<file path="config.mk">
export PLATFORM = sky130hd
export DESIGN_NAME = gnpf_div
export DESIGN_NICKNAME = d
export VERILOG_FILES = /design/src/hdl/gauss_newton_peak_fit_3pt_assert.svh /design/src/hdl/gnpf_pkg.sv /design/src/hdl/gnpf_div.sv
export SDC_FILE = /design/constraint.sdc
export NUM_CORES = 1
export LEC_CHECK = 0
export ABC_AREA = 1
export BUFFER_PORTS_ARGS = -buffer_cell sky130_fd_sc_hd__buf_2
export CORE_MARGIN = 3
export CORE_UTILIZATION = 40
export CTS_CLUSTER_DIAMETER = 120
export DETAILED_ROUTE_END_ITERATION = 8
export GPL_TIMING_DRIVEN = 0
export HOLD_SLACK_MARGIN = 0.06
export PLACE_DENSITY = 0.66
export SYNTH_ARGS = -nofsm -noshare
export SYNTH_HDL_FRONTEND = slang
export SYNTH_SLANG_ARGS = --single-unit
export TNS_END_PERCENT = 30
</file>
<file path="constraint.sdc">
create_clock -name clk -period 3.64 [get_ports clk]
set_input_delay 0.728 -clock clk [delete_from_list [all_inputs] [get_ports clk]]
set_output_delay 0.728 -clock clk [all_outputs]
set_load 0.005 [all_outputs]
</file>
<file path="src/hdl/gauss_newton_peak_fit_3pt_assert.svh">
// Assertion macros for the three-point Gaussian peak fitter.
// Used by the top level; expects clk and rst_n in scope.
`ifndef GAUSS_NEWTON_PEAK_FIT_3PT_ASSERT_SVH
`define GAUSS_NEWTON_PEAK_FIT_3PT_ASSERT_SVH

// Consequence must hold in the same cycle as the antecedent.
`define GNPF_ASSERT_NOW(label, ante, cons, msg) \
    label: assert property (@(posedge clk) disable iff (!rst_n) (ante) |-> (cons)) \
        else $error(msg);

// Consequence must hold in the cycle after the antecedent.
`define GNPF_ASSERT_NEXT(label, ante, cons, msg) \
    label: assert property (@(posedge clk) disable iff (!rst_n) (ante) |=> (cons)) \
        else $error(msg);

`endif

</file>
<file path="src/hdl/gnpf_pkg.sv">
// Shared constants, types and helper functions of the Gaussian peak fitter.
// No dependencies; imported by every module of the block.
`timescale 1ns / 1ps

package gnpf_pkg;

    localparam int POS_FRAC_BITS   = 7;
    localparam int GAIN_FRAC_BITS  = 15;
    localparam int EXP_TABLE_DEPTH = 10;

    // 32768 * 10000, numerator of the inverse variance.
    localparam logic [31:0] RS2_NUM         = 32'd327680000;
    // ceil(2^33 / 3): floor(n / 3) equals (n * this) >> 33 for 32-bit n.
    localparam logic [31:0] ONE_THIRD_RECIP = 32'hAAAAAAAB;
    localparam logic [31:0] EXP_ONE         = 32'd32768;
    localparam logic [31:0] ALL_ONES        = 32'hFFFFFFFF;
    localparam logic signed [31:0] MU_LIMIT    = 32'sd63;
    localparam logic signed [31:0] DPNORM_STOP = 32'sd4;

    localparam logic [6:0] SIGMA_RESET = 7'd50;
    localparam logic [5:0] MAXIT_RESET = 6'd20;

    localparam logic CFG_SIGMA = 1'b0;
    localparam logic CFG_MAXIT = 1'b1;

    typedef struct packed {
        logic start;
        logic axis;
    } lane_ctl_t;

    typedef struct packed {
        logic        start;
        logic [31:0] dividend;
        logic [31:0] divisor;
    } div_req_t;

    typedef struct packed {
        logic        done;
        logic [31:0] quotient;
    } div_rsp_t;

    function automatic logic [31:0] asr32(input logic [31:0] x, input int unsigned s);
        return 32'($signed(x) >>> s);
    endfunction

    // exp(-n) scaled by 2^15; zero outside the table.
    function automatic logic [31:0] exp_tab_at(input logic [31:0] negp);
        logic signed [31:0] idx;
        idx = $signed(negp);
        if (idx < 0 || idx > EXP_TABLE_DEPTH || idx > 16)
            return 32'd0;
        case (negp[4:0])
            5'd0:    return 32'd32768;
            5'd1:    return 32'd12055;
            5'd2:    return 32'd4435;
            5'd3:    return 32'd1631;
            5'd4:    return 32'd600;
            5'd5:    return 32'd221;
            5'd6:    return 32'd81;
            5'd7:    return 32'd30;
            5'd8:    return 32'd11;
            5'd9:    return 32'd4;
            5'd10:   return 32'd1;
            5'd11:   return 32'd1;
            default: return 32'd0;
        endcase
    endfunction

endpackage

</file>
<file path="src/hdl/gnpf_div.sv">
// Signed 32-bit divider, one quotient bit per cycle, truncating toward zero.
// Depends on gnpf_pkg; a zero divisor returns a zero quotient.
`timescale 1ns / 1ps

module gnpf_div
    import gnpf_pkg::*;
(
    input  logic     clk,
    input  logic     rst_n,
    input  div_req_t req,
    output div_rsp_t rsp
);

    logic        busy_reg;
    logic [4:0]  cnt_reg;
    logic        done_reg;
    logic [31:0] rem_reg;
    logic [31:0] quo_reg;
    logic [31:0] dvsr_reg;
    logic        neg_reg;
    logic        zero_reg;
    logic [31:0] q_reg;

    logic [32:0] trial;
    logic        fits;
    logic [31:0] rem_next;
    logic [31:0] quo_next;
    logic [31:0] a_mag;
    logic [31:0] b_mag;

    assign a_mag    = req.dividend[31] ? 32'd0 - req.dividend : req.dividend;
    assign b_mag    = req.divisor[31] ? 32'd0 - req.divisor : req.divisor;
    assign trial    = {rem_reg, quo_reg[31]};
    assign fits     = trial >= {1'b0, dvsr_reg};
    assign rem_next = fits ? 32'(trial - {1'b0, dvsr_reg}) : trial[31:0];
    assign quo_next = {quo_reg[30:0], fits};

    always_ff @(posedge clk or negedge rst_n)
    begin
        if (!rst_n)
        begin
            busy_reg <= 1'b0;
            cnt_reg  <= 5'd0;
            done_reg <= 1'b0;
        end
        else
        begin
            done_reg <= 1'b0;
            if (req.start)
            begin
                busy_reg <= 1'b1;
                cnt_reg  <= 5'd0;
            end
            else if (busy_reg)
            begin
                cnt_reg <= cnt_reg + 5'd1;
                if (cnt_reg == 5'd31)
                begin
                    busy_reg <= 1'b0;
                    done_reg <= 1'b1;
                end
            end
        end
    end

    always_ff @(posedge clk)
    begin
        if (req.start)
        begin
            rem_reg  <= 32'd0;
            quo_reg  <= a_mag;
            dvsr_reg <= b_mag;
            neg_reg  <= req.dividend[31] ^ req.divisor[31];
            zero_reg <= (req.divisor == 32'd0);
        end
        else if (busy_reg)
        begin
            rem_reg <= rem_next;
            quo_reg <= quo_next;
            if (cnt_reg == 5'd31)
                q_reg <= zero_reg ? 32'd0 : (neg_reg ? 32'd0 - quo_next : quo_next);
        end
    end

    assign rsp.done     = done_reg;
    assign rsp.quotient = q_reg;

endmodule

</file>
==> flow_metrics.env <==
export IMPL_drive_gt1_share_pct=12.8
export IMPL_detail_route_vias_per_cell=5.22
export IMPL_synth_flop_cell="edfxtp_1"
export IMPL_drc=0
export IMPL_busiest_layer="met2"
export IMPL_cap_violations=0
export IMPL_finalHoldViolations=0
export IMPL_avgSynthCellArea_sq_um=7.28
export IMPL_timing_hold_ws_ps=124
export IMPL_ys_ff_latch=137
export IMPL_ant_nets=0
export IMPL_gp_congestion=0.964
export IMPL_hold_path_class="in -> async"
export IMPL_cts_htree_levels=4
export IMPL_die_area_sq_mm=0.0259
export IMPL_clk_latency_ps=430
export IMPL_maxSlewViolCount=0
export IMPL_internal_power_mw=4.02
export IMPL_netlist_area_sq_mm=0.00961
export IMPL_grt_max_degree=38
export IMPL_pwr_share_seq_pct=30.6
export IMPL_period_needed_ps=3410
export IMPL_setup_viol=0
export IMPL_vias=9268
export IMPL_area_growth_syn_to_layout_pct=17.2
export IMPL_worstPathMaxFanout=10
export IMPL_grt_pass1_vias=8410
export IMPL_syn_inst=1320
export IMPL_antenna_found_initial=0
export IMPL_combPwrFrac_pct=44.9
export IMPL_grt_pass1_wl_um=43400
export IMPL_first_iter_violations=857
export IMPL_power_share_switching_pct=43.2
export IMPL_grt_use_met1_pct=29.1
export IMPL_async_flop_share_pct=5.11
export IMPL_synth_distinct_cells=48
export IMPL_cts_sinks=137
export IMPL_ir_drop_uv=339
export IMPL_cts_buffers=17
export IMPL_crit_path_start_kind="flip-flop"
export IMPL_finalCritPeriodShare_pct=93.8
export IMPL_clock_skew_ps=16.4
export IMPL_cts_root_buf="clkbuf_16"
export IMPL_setup_ws_ps=227
export IMPL_core_sq_mm=0.0235
export IMPL_drtPass1Iterations=5
export IMPL_seq_area_frac_synth_pct=39.1
export IMPL_powerDensity_mw_per_mm2=628
export IMPL_die_y_um=161
export IMPL_final_common_cell="nand2_1"
export IMPL_slew_headroom_pct=47.1
export IMPL_fin_nets=1549
export IMPL_antennaDiodeCount=0
export IMPL_critPathCaptureType="flip-flop"
export IMPL_cts_clk_slew_worst_paths_ps=70
export IMPL_worst_slew_pin_slew_ps=794
export IMPL_hpwlAfterDp_um=22000
export IMPL_final_cell_mix="327 x nand2_1, 160 x inv_1, 157 x nor2_1"
export IMPL_fin_setup_tns_ps=0
export IMPL_track_usage_pct=21.1
export IMPL_power_switching_mw=3.05
export IMPL_numPortBuffers=98
export IMPL_path_class="reg -> reg"
export IMPL_start_util_pct=40.8
export IMPL_synth_edf_count=98
export IMPL_drt_total_wl_um=27600
export IMPL_ios=100
export IMPL_post_place_ws_ps=-266
export IMPL_arrival_ps=3590
export IMPL_place_inst=1738
export IMPL_gr_total_overflow=0
export IMPL_r2r_setup_slack_ps=230
export IMPL_fin_cells=1776
export IMPL_cts_tree="done"
export IMPL_row_count=56
export IMPL_syn_nets=1425
export IMPL_status="finished, final reports clean"
export IMPL_ys_warn_count=0
export IMPL_clockPowerShare_pct=24.5
export IMPL_max_freq_mhz=293
export IMPL_wl_per_cell_um=15.6
export IMPL_p_leak_nw=5.07
export IMPL_crit_required_ps=3820
export IMPL_die_x_um=161
export IMPL_grt_use_met2_pct=33.8
export IMPL_cts_path_max_buffers=2
export IMPL_grt_util_met3_pct=3.33
per-layer routing:
metal	wire [um]	vias to the layer above
li1	-	4631
met1	12700	4244
met2	12400	345
met3	1760	48
met4	753	0
met5	0	-
repair_timing:
action / 4_1_cts / 5_1_grt
gates resized for setup: 5 / 19
hold buffers: 0 / 0
cloned: 0 / 0
setup endpoints to repair: 4 / 6
setup buffers: 2 / 3
pin swaps: 2 / 6
cell usage after synthesis (all sizes together) (7+ instances only):
library cell	number	area, sq um
nand2	336	1280
nor2	165	634
inv	162	608
edfxtp	98	2940
nand3	96	485
o21ai	89	453
a21oi	71	359
ha	37	463
xor2	36	315
nor3	34	180
dfxtp	32	641
xnor2	32	280
clkbuf	25	93.8
nand4	21	131
o211ai	18	135
or2	15	93.8
buf	10	71.3
dfrtp	7	175
cells by family (layout without fill, tap and decap cells):
logic type / count (synthesis) / count (layout) / share of synthesized area, %
buffers and inverters: 197 / 334 / 8.04
adder cells (fa/ha/maj): 38 / 38 / 5.02
flip-flops: 137 / 137 / 39.1
AND/OR/NAND/NOR: 676 / 676 / 29.8
XOR/XNOR: 68 / 68 / 6.20
AO/OA/AOI/OAI: 204 / 204 / 11.9
power by group through the flow:
stage	clock, mW	sequential [mW]	combinational [mW]
after floorplan	0	2.12	2.25
after global placement	0	2.18	3.00
after detailed placement	0	2.19	3.02
after CTS	1.76	2.16	3.08
after global routing	1.84	2.19	3.55
final	1.74	2.16	3.18
critical path, stage by stage (launching register included):
cell      delay [ps]
edfxtp_1         370
inv_1            120
ha_2             330
a21oi_2          200
nand2_1          110
a21oi_1          140
nand2_1          100
nor2_4           170
nand2_8          120
inv_6            110
ha_1             190
nand2_2           90
nor2_2           150
nand2_2          110
nor2_4           160
nand2_1           70
nand2_1          110
o21ai_2          100
inv_1             80
o21ai_0          100
o21ai_1          160
a21oi_1           50
path summary, 6_finish.rpt:
| kind | to | cells after the start | start |
|---|---|---|---|
| hold / removal | cnt_reg[3] | 1 | rst_n |
| setup reg to reg | q_reg[26] | 21 | dvsr_reg[28] |
| hold reg to reg | rem_reg[30] | 2 | rem_reg[30] |
| setup / recovery | q_reg[26] | 21 | dvsr_reg[28] |
| max in group asynchronous | cnt_reg[1] | 1 | rst_n |
| min in group clk | rem_reg[30] | 2 | rem_reg[30] |
cell type report:
type                       instances  area (sq um)
multi-input combinational        986          5150
clock buffer                      17           425
sequential                       137          3760
timing repair buffer             105           571
clock inverter                    15           179
buffer                            35           165
inverter                         162           613
fill                            2375         12300
tap                              319           399
stage by stage:
step,cell area (sq um),utilization [%],power [mW]
3_3_place_gp,10500,44.6,5.18
3_5_place_dp,10500,44.7,5.21
2_1_floorplan,9610,-,4.37
6_report,11300,47.8,7.08
4_1_cts,11200,47.4,7.00
5_1_grt,11300,47.8,7.58
(Power assumes the default switching activity.)
