### src/hdl/gauss_newton_peak_fit_3pt_assert.svh
// Assertion macros for the three-point Gaussian peak fitter.
// Used by the top level; expects clk and rst_n in scope.
`ifndef GAUSS_NEWTON_PEAK_FIT_3PT_ASSERT_SVH
`define GAUSS_NEWTON_PEAK_FIT_3PT_ASSERT_SVH

// Consequence must hold in the same cycle as the antecedent.
`define GNPF_ASSERT_NOW(label, ante, cons, msg) \
    label: assert property (@(posedge clk) disable iff (!rst_n) (ante) |-> (cons)) \
        else $error(msg);

// Consequence must hold in the cycle after the antecedent.
`define GNPF_ASSERT_NEXT(label, ante, cons, msg) \
    label: assert property (@(posedge clk) disable iff (!rst_n) (ante) |=> (cons)) \
        else $error(msg);

`endif

### src/hdl/gnpf_pkg.sv
// Shared constants, types and helper functions of the Gaussian peak fitter.
// No dependencies; imported by every module of the block.
`timescale 1ns / 1ps

package gnpf_pkg;

    localparam int POS_FRAC_BITS   = 7;
    localparam int GAIN_FRAC_BITS  = 15;
    localparam int EXP_TABLE_DEPTH = 10;

    // 32768 * 10000, numerator of the inverse variance.
    localparam logic [31:0] RS2_NUM         = 32'd327680000;
    // ceil(2^33 / 3): floor(n / 3) equals (n * this) >> 33 for 32-bit n.
    localparam logic [31:0] ONE_THIRD_RECIP = 32'hAAAAAAAB;
    localparam logic [31:0] EXP_ONE         = 32'd32768;
    localparam logic [31:0] ALL_ONES        = 32'hFFFFFFFF;
    localparam logic signed [31:0] MU_LIMIT    = 32'sd63;
    localparam logic signed [31:0] DPNORM_STOP = 32'sd4;

    localparam logic [6:0] SIGMA_RESET = 7'd50;
    localparam logic [5:0] MAXIT_RESET = 6'd20;

    localparam logic CFG_SIGMA = 1'b0;
    localparam logic CFG_MAXIT = 1'b1;

    typedef struct packed {
        logic start;
        logic axis;
    } lane_ctl_t;

    typedef struct packed {
        logic        start;
        logic [31:0] dividend;
        logic [31:0] divisor;
    } div_req_t;

    typedef struct packed {
        logic        done;
        logic [31:0] quotient;
    } div_rsp_t;

    function automatic logic [31:0] asr32(input logic [31:0] x, input int unsigned s);
        return 32'($signed(x) >>> s);
    endfunction

    // exp(-n) scaled by 2^15; zero outside the table.
    function automatic logic [31:0] exp_tab_at(input logic [31:0] negp);
        logic signed [31:0] idx;
        idx = $signed(negp);
        if (idx < 0 || idx > EXP_TABLE_DEPTH || idx > 16)
            return 32'd0;
        case (negp[4:0])
            5'd0:    return 32'd32768;
            5'd1:    return 32'd12055;
            5'd2:    return 32'd4435;
            5'd3:    return 32'd1631;
            5'd4:    return 32'd600;
            5'd5:    return 32'd221;
            5'd6:    return 32'd81;
            5'd7:    return 32'd30;
            5'd8:    return 32'd11;
            5'd9:    return 32'd4;
            5'd10:   return 32'd1;
            5'd11:   return 32'd1;
            default: return 32'd0;
        endcase
    endfunction

endpackage

### src/hdl/gnpf_lane.sv
// One sample lane: model value and Jacobian of the Gaussian at a fixed offset.
// Depends on gnpf_pkg; one shared 32x32 multiplier is stepped by a sequencer.
`timescale 1ns / 1ps

module gnpf_lane
    import gnpf_pkg::*;
#(
    parameter int LANE_OFFSET = 0
)
(
    input  logic        clk,
    input  logic        rst_n,
    input  lane_ctl_t   ctl,
    input  logic [31:0] mu,
    input  logic [31:0] amp,
    input  logic [31:0] rs2,
    output logic [31:0] g,
    output logic [31:0] jac,
    output logic        done
);

    localparam logic [31:0] D_BASE = 32'(LANE_OFFSET * (2 ** POS_FRAC_BITS));

    localparam logic [3:0] ST_IDLE = 4'd0;
    localparam logic [3:0] ST_DD   = 4'd1;
    localparam logic [3:0] ST_URS  = 4'd2;
    localparam logic [3:0] ST_EXP  = 4'd3;
    localparam logic [3:0] ST_HH   = 4'd4;
    localparam logic [3:0] ST_HHH  = 4'd5;
    localparam logic [3:0] ST_DIV3 = 4'd6;
    localparam logic [3:0] ST_TDEM = 4'd7;
    localparam logic [3:0] ST_TMUL = 4'd8;
    localparam logic [3:0] ST_ESET = 4'd9;
    localparam logic [3:0] ST_EAMP = 4'd10;
    localparam logic [3:0] ST_G    = 4'd11;
    localparam logic [3:0] ST_J    = 4'd12;
    localparam logic [3:0] ST_JAC  = 4'd13;

    logic [3:0]  step_reg;
    logic        done_reg;
    logic        axis_reg;
    logic [31:0] d_reg;
    logic [63:0] m_reg;
    logic [31:0] h_reg;
    logic        pos_reg;
    logic [31:0] tab_reg;
    logic [31:0] t2_reg;
    logic        neg3_reg;
    logic [31:0] dem_reg;
    logic [31:0] e_reg;
    logic [31:0] g_reg;
    logic [31:0] jac_reg;

    logic [31:0] mul_a;
    logic [31:0] mul_b;
    logic [63:0] prod;

    // Exponential range reduction.
    logic [31:0] u;
    logic [31:0] mx;
    logic [31:0] pr;
    logic [31:0] pl;
    logic [31:0] br;
    logic [31:0] bl;
    logic [31:0] cmp;
    logic        take_left;
    logic [31:0] h_sel;
    logic [31:0] p_sel;
    logic [31:0] tab_sel;

    // Cubic term and polynomial sum.
    logic [31:0] v3;
    logic [31:0] v3_mag;
    logic [31:0] q3;
    logic [31:0] q3_s;
    logic [31:0] t1;
    logic [31:0] t3;
    logic [31:0] dem;

    assign u         = asr32(m_reg[31:0], GAIN_FRAC_BITS + 1);
    assign mx        = 32'd0 - u;
    assign pr        = 32'd0 - asr32(u, POS_FRAC_BITS);
    assign pl        = pr - 32'd1;
    assign br        = 32'd0 - ((32'd0 - pr) << POS_FRAC_BITS);
    assign bl        = 32'd0 - ((32'd0 - pl) << POS_FRAC_BITS);
    assign cmp       = bl - (mx << 1) + br;
    assign take_left = $signed(cmp) > 0;
    assign h_sel     = take_left ? mx - bl : br - mx;
    assign p_sel     = take_left ? pl : pr;
    assign tab_sel   = exp_tab_at(32'd0 - p_sel);

    assign v3     = asr32(m_reg[31:0], 2 * POS_FRAC_BITS + 1);
    assign v3_mag = v3[31] ? 32'd0 - v3 : v3;
    assign q3     = {1'b0, m_reg[63:33]};
    assign q3_s   = neg3_reg ? 32'd0 - q3 : q3;
    assign t3     = pos_reg ? q3_s : 32'd0 - q3_s;
    assign t1     = pos_reg ? h_reg : 32'd0 - h_reg;
    assign dem    = (32'd1 << POS_FRAC_BITS) + t1 + t2_reg + t3;

    always_comb
    begin
        case (step_reg)
            ST_DD:
            begin
                mul_a = d_reg;
                mul_b = d_reg;
            end
            ST_URS:
            begin
                mul_a = asr32(m_reg[31:0], POS_FRAC_BITS);
                mul_b = rs2;
            end
            ST_HH:
            begin
                mul_a = h_reg;
                mul_b = h_reg;
            end
            ST_HHH:
            begin
                mul_a = m_reg[31:0];
                mul_b = h_reg;
            end
            ST_DIV3:
            begin
                mul_a = v3_mag;
                mul_b = ONE_THIRD_RECIP;
            end
            ST_TMUL:
            begin
                mul_a = tab_reg;
                mul_b = dem_reg;
            end
            ST_EAMP:
            begin
                mul_a = e_reg;
                mul_b = amp;
            end
            ST_G:
            begin
                mul_a = d_reg;
                mul_b = rs2;
            end
            ST_J:
            begin
                mul_a = asr32(m_reg[31:0], GAIN_FRAC_BITS);
                mul_b = g_reg;
            end
            default:
            begin
                mul_a = 32'd0;
                mul_b = 32'd0;
            end
        endcase
    end

    assign prod = {32'd0, mul_a} * {32'd0, mul_b};

    always_ff @(posedge clk or negedge rst_n)
    begin
        if (!rst_n)
        begin
            step_reg <= ST_IDLE;
            done_reg <= 1'b0;
        end
        else
        begin
            done_reg <= 1'b0;
            unique case (step_reg)
                ST_IDLE:
                begin
                    if (ctl.start)
                        step_reg <= ST_DD;
                end
                ST_DD:   step_reg <= ST_URS;
                ST_URS:  step_reg <= ST_EXP;
                ST_EXP:
                begin
                    // Exact or out-of-range arguments skip the Taylor expansion.
                    if ($signed(mx) > 0 || mx == 32'd0
                        || $signed(32'd0 - pr) >= EXP_TABLE_DEPTH || h_sel == 32'd0)
                        step_reg <= ST_EAMP;
                    else
                        step_reg <= ST_HH;
                end
                ST_HH:   step_reg <= ST_HHH;
                ST_HHH:  step_reg <= ST_DIV3;
                ST_DIV3: step_reg <= ST_TDEM;
                ST_TDEM: step_reg <= ST_TMUL;
                ST_TMUL: step_reg <= ST_ESET;
                ST_ESET: step_reg <= ST_EAMP;
                ST_EAMP: step_reg <= ST_G;
                ST_G:
                begin
                    if (axis_reg)
                    begin
                        step_reg <= ST_IDLE;
                        done_reg <= 1'b1;
                    end
                    else
                        step_reg <= ST_J;
                end
                ST_J:    step_reg <= ST_JAC;
                ST_JAC:
                begin
                    step_reg <= ST_IDLE;
                    done_reg <= 1'b1;
                end
                default: step_reg <= ST_IDLE;
            endcase
        end
    end

    always_ff @(posedge clk)
    begin
        m_reg <= prod;
        case (step_reg)
            ST_IDLE:
            begin
                if (ctl.start)
                begin
                    d_reg    <= D_BASE - mu;
                    axis_reg <= ctl.axis;
                end
            end
            ST_EXP:
            begin
                h_reg   <= h_sel;
                pos_reg <= take_left;
                tab_reg <= tab_sel;
                if ($signed(mx) > 0)
                    e_reg <= ALL_ONES;
                else if (mx == 32'd0)
                    e_reg <= EXP_ONE;
                else if ($signed(32'd0 - pr) >= EXP_TABLE_DEPTH)
                    e_reg <= 32'd0;
                else
                    e_reg <= tab_sel;
            end
            ST_HHH:  t2_reg   <= asr32(m_reg[31:0], POS_FRAC_BITS + 1);
            ST_DIV3: neg3_reg <= v3[31];
            ST_TDEM: dem_reg  <= dem;
            ST_ESET: e_reg    <= asr32(m_reg[31:0], POS_FRAC_BITS);
            ST_G:
            begin
                g_reg <= asr32(m_reg[31:0], GAIN_FRAC_BITS);
                if (axis_reg)
                    jac_reg <= e_reg;
            end
            ST_JAC:  jac_reg <= asr32(m_reg[31:0], POS_FRAC_BITS);
            default:
            begin
            end
        endcase
    end

    assign g    = g_reg;
    assign jac  = jac_reg;
    assign done = done_reg;

endmodule
### config.mk
export PLATFORM = sky130hd
export DESIGN_NAME = gnpf_lane
export DESIGN_NICKNAME = d
export VERILOG_FILES = /design/src/hdl/gauss_newton_peak_fit_3pt_assert.svh /design/src/hdl/gnpf_pkg.sv /design/src/hdl/gnpf_lane.sv
export SDC_FILE = /design/constraint.sdc
export NUM_CORES = 2
export LEC_CHECK = 0
export ABC_AREA = 1
export BUFFER_PORTS_ARGS = -buffer_cell sky130_fd_sc_hd__buf_2
export CELL_PAD_IN_SITES_DETAIL_PLACEMENT = 0
export CELL_PAD_IN_SITES_GLOBAL_PLACEMENT = 1
export CORE_MARGIN = 5
export CORE_UTILIZATION = 50
export DETAILED_ROUTE_END_ITERATION = 10
export PLACE_DENSITY = 0.86
export REMOVE_ABC_BUFFERS = 1
export SYNTH_ARGS = -nofsm -noshare
export SYNTH_HDL_FRONTEND = slang
export SYNTH_SLANG_ARGS = --single-unit
### constraint.sdc
create_clock -name clk -period 13.9 [get_ports clk]
set_input_delay 0 -clock clk [delete_from_list [all_inputs] [get_ports clk]]
set_output_delay 0 -clock clk [all_outputs]
set_load 0.1 [all_outputs]
==> impl_metrics.toml <==
[critical_path]
slowest_delay_ns = 0.77
crit_type = "flip-flop to flip-flop"
arrival_ns = 12.27
crit_path_frequent_cell = "fa_1"
slowest_stage = "dfrtp_1"
cp_max_fo = 19
crit_required_ns = 14.33
start_kind = "flip-flop"
cp-end-kind = "flip-flop"

[cts]
clockRootBuffer = "clkbuf_16"
cts_buffers = 35
hold_buffers = 54
clk_latency_ns = 0.56
post_cts_buffers = 0
htreeDepth = 2
clock-sinks = 271
cts_tree = "done"
clk_pin_slew_worst_paths_ns = 0.06
ctsResizeCount = 0
clock_path_buffers = 3

[min_path]
hp-class = "input port to flip-flop"

[floorplan]
core_region_area_um2 = 108000
die_w_um = 339
start_util_pct = 50.5
die_height_um = 339
ios = 165
dieArea_um2 = 115000
num_rows = 120

[synthesis]
synth-seq-cells = 271
seq_area_frac_synth_pct = 13.8
async_flop_share_pct = 1.85
synth_edf_count = 203
yosysTopAreaCell = "fa_1"
syn_inst = 6770
syn_avg_cell_area_um2 = 8.02
yosysTopAreaCellShare_pct = 34.3
yosys_warnings = 0
synth.top_cells.by_area = "fa_1 34%, edfxtp_1 11%, inv_1 11%, nand2_1 11%, ha_1 9.4%"
ys_types = 63
syn_area_um2 = 54300
yosys_most_used_dff = "edfxtp_1"

[routing]
drc_errors = 0
routedWlPerCell_um = 22.5
dr.pass1.iters = 8
vias_per_cell = 5.57
final_antenna_net_count = 0
drtIter0Drc = 4707
drt_wl_total_um = 187000
num_vias = 46257

[timing]
relSlewSlack_pct = 9.28
fin_crit_sh_pct = 85.2
timing.setup.tns_ns = 0
max_freq_mhz = 84.4
rsz0062_at_grt = "false"
hold_viol_final = 0
fin_crit_ns = 11.84
fin_skew_ns = 0.0210
slew_violations = 0
setup_violations = 0
tightest_slew_ns = 1.36

[final_layout]
nets = 8308
area_delta_synth_final_pct = 7.79
layout-drive-gt1-share_pct = 6.60
final_area_um2 = 58500
fin_util_pct = 54.4
largest_reg_flops = 63
fillers = 10161

[grt]
antenna_found_initial = 7
grt_pass1_vias = 47511
grt_pass1_wl_um = 286000
grt_start_max_net_pins = 53
grtUsageTotal_pct = 32.3
overflow = 0

[placement]
globalplace.congestion = 0.995
dp_hpwl_um = 153000
place_area_um2 = 56800
port-buffer-count = 164

[flow_run]
max-cap-violations = 0

[status]
status = "finished clean"
==> layout make-up <==
| cell class | count | area [um2] | share of cell area, % |
|---|---|---|---|
| tap | 1403 | 1760 | 3.00 |
| timing repair buffer | 329 | 2190 | 3.75 |
| clock buffer | 43 | 967 | 1.65 |
| multi-input combinational | 4677 | 40000 | 68.4 |
| antenna | 4 | 10.0 | 0.0171 |
| inverter | 1558 | 5850 | 10.0 |
| clock inverter | 19 | 224 | 0.383 |
| sequential | 271 | 7480 | 12.8 |
==> logic make-up after synthesis <==
group | Yosys count | synth area share (%)
compound gates | 630 | 6.76
simple gates | 2436 | 18.5
xor+xnor | 275 | 4.44
buf+inv | 1822 | 12.8
fa+ha+maj | 1336 | 43.7
flops | 271 | 13.8
==> metal layers <==
metal | global-route usage [%] | wire (um) | vias to the layer above
met1 | 42.9 | 73900 | 22767
met2 | 50.0 | 82200 | 2293
met4 | 15.1 | 10900 | 6
met3 | 7.96 | 19900 | 499
li1 | - | - | 20692
met5 | 0 | 39 | -
==> path summary, 6_finish.rpt <==
| check | cells after the start | start | to | slack, ns |
|---|---|---|---|---|
| min in group asynchronous | 3 | rst_n | step_reg[0] | 0.50 |
| hold reg to reg | 0 | m_reg[11] | t2_reg[3] | 0.48 |
| setup / recovery | 35 | step_reg[0] | m_reg[59] | 2.06 |
| hold / removal | 4 | rs2[0] | m_reg[0] | 0.03 |
| max in group asynchronous | 3 | rst_n | done | 13.09 |
| setup reg to reg | 35 | step_reg[0] | m_reg[59] | 2.06 |
==> metrics by stage <==
step           hold slack [ns]  cells  worst slack, ns
3_3_place_gp            -0.144   8183             2.34
2_1_floorplan           -0.296   6506            -5.62
6_report                0.0312   8304             2.06
5_1_grt                 0.0564   8300             1.47
4_1_cts                0.00697   8299             2.25
3_5_place_dp            -0.143   8183             2.26
==> worst max-delay path: cells and delay by family (launching register included) <==
kind | cells | cell delay [ns]
xor gates and xnor gates | 1 | 0.16
and+or+nand+nor | 6 | 1.39
DFF | 1 | 0.77
adders and majority gates | 9 | 4.59
buffers and inverters | 11 | 2.49
AOI/OAI and AO/OA | 8 | 2.30
==> placed cells by master, fill, tap and decap left out, types with 60 or more instances in the layout <==
cell type,instances
a21oi_1,235
nor2_1,490
edfxtp_1,203
fa_1,930
dfxtp_1,63
nor3_1,60
nand3_1,161
buf_2,164
nand2_1,1519
xnor2_1,77
xor2_1,198
o21ai_0,204
buf_4,110
inv_1,1519
ha_1,406
==> synthesized netlist by cell type (11+ instances only) <==
master	number
o21bai_1	16
nand2_1	1520
ha_1	406
clkinv_1	14
nor2_2	13
or2_2	14
nor2_1	501
a31oi_1	21
buf_1	20
edfxtp_1	203
a22o_1	21
o22ai_1	17
inv_1	1521
inv_2	23
xor2_1	198
a211oi_1	12
o21ai_0	205
clkbuf_1	210
dfxtp_1	63
and3_1	15
a21boi_0	15
nand4_1	52
xnor2_1	77
buf_4	24
a21oi_1	235
nand3_1	162
nor3_1	60
o211ai_1	11
nand2_2	18
a221oi_1	25
fa_1	930
nor4_1	37
Power is left out: the tool's default activity adds up to more than one toggle a clock period on the data nets, which glitch-free logic cannot reach.
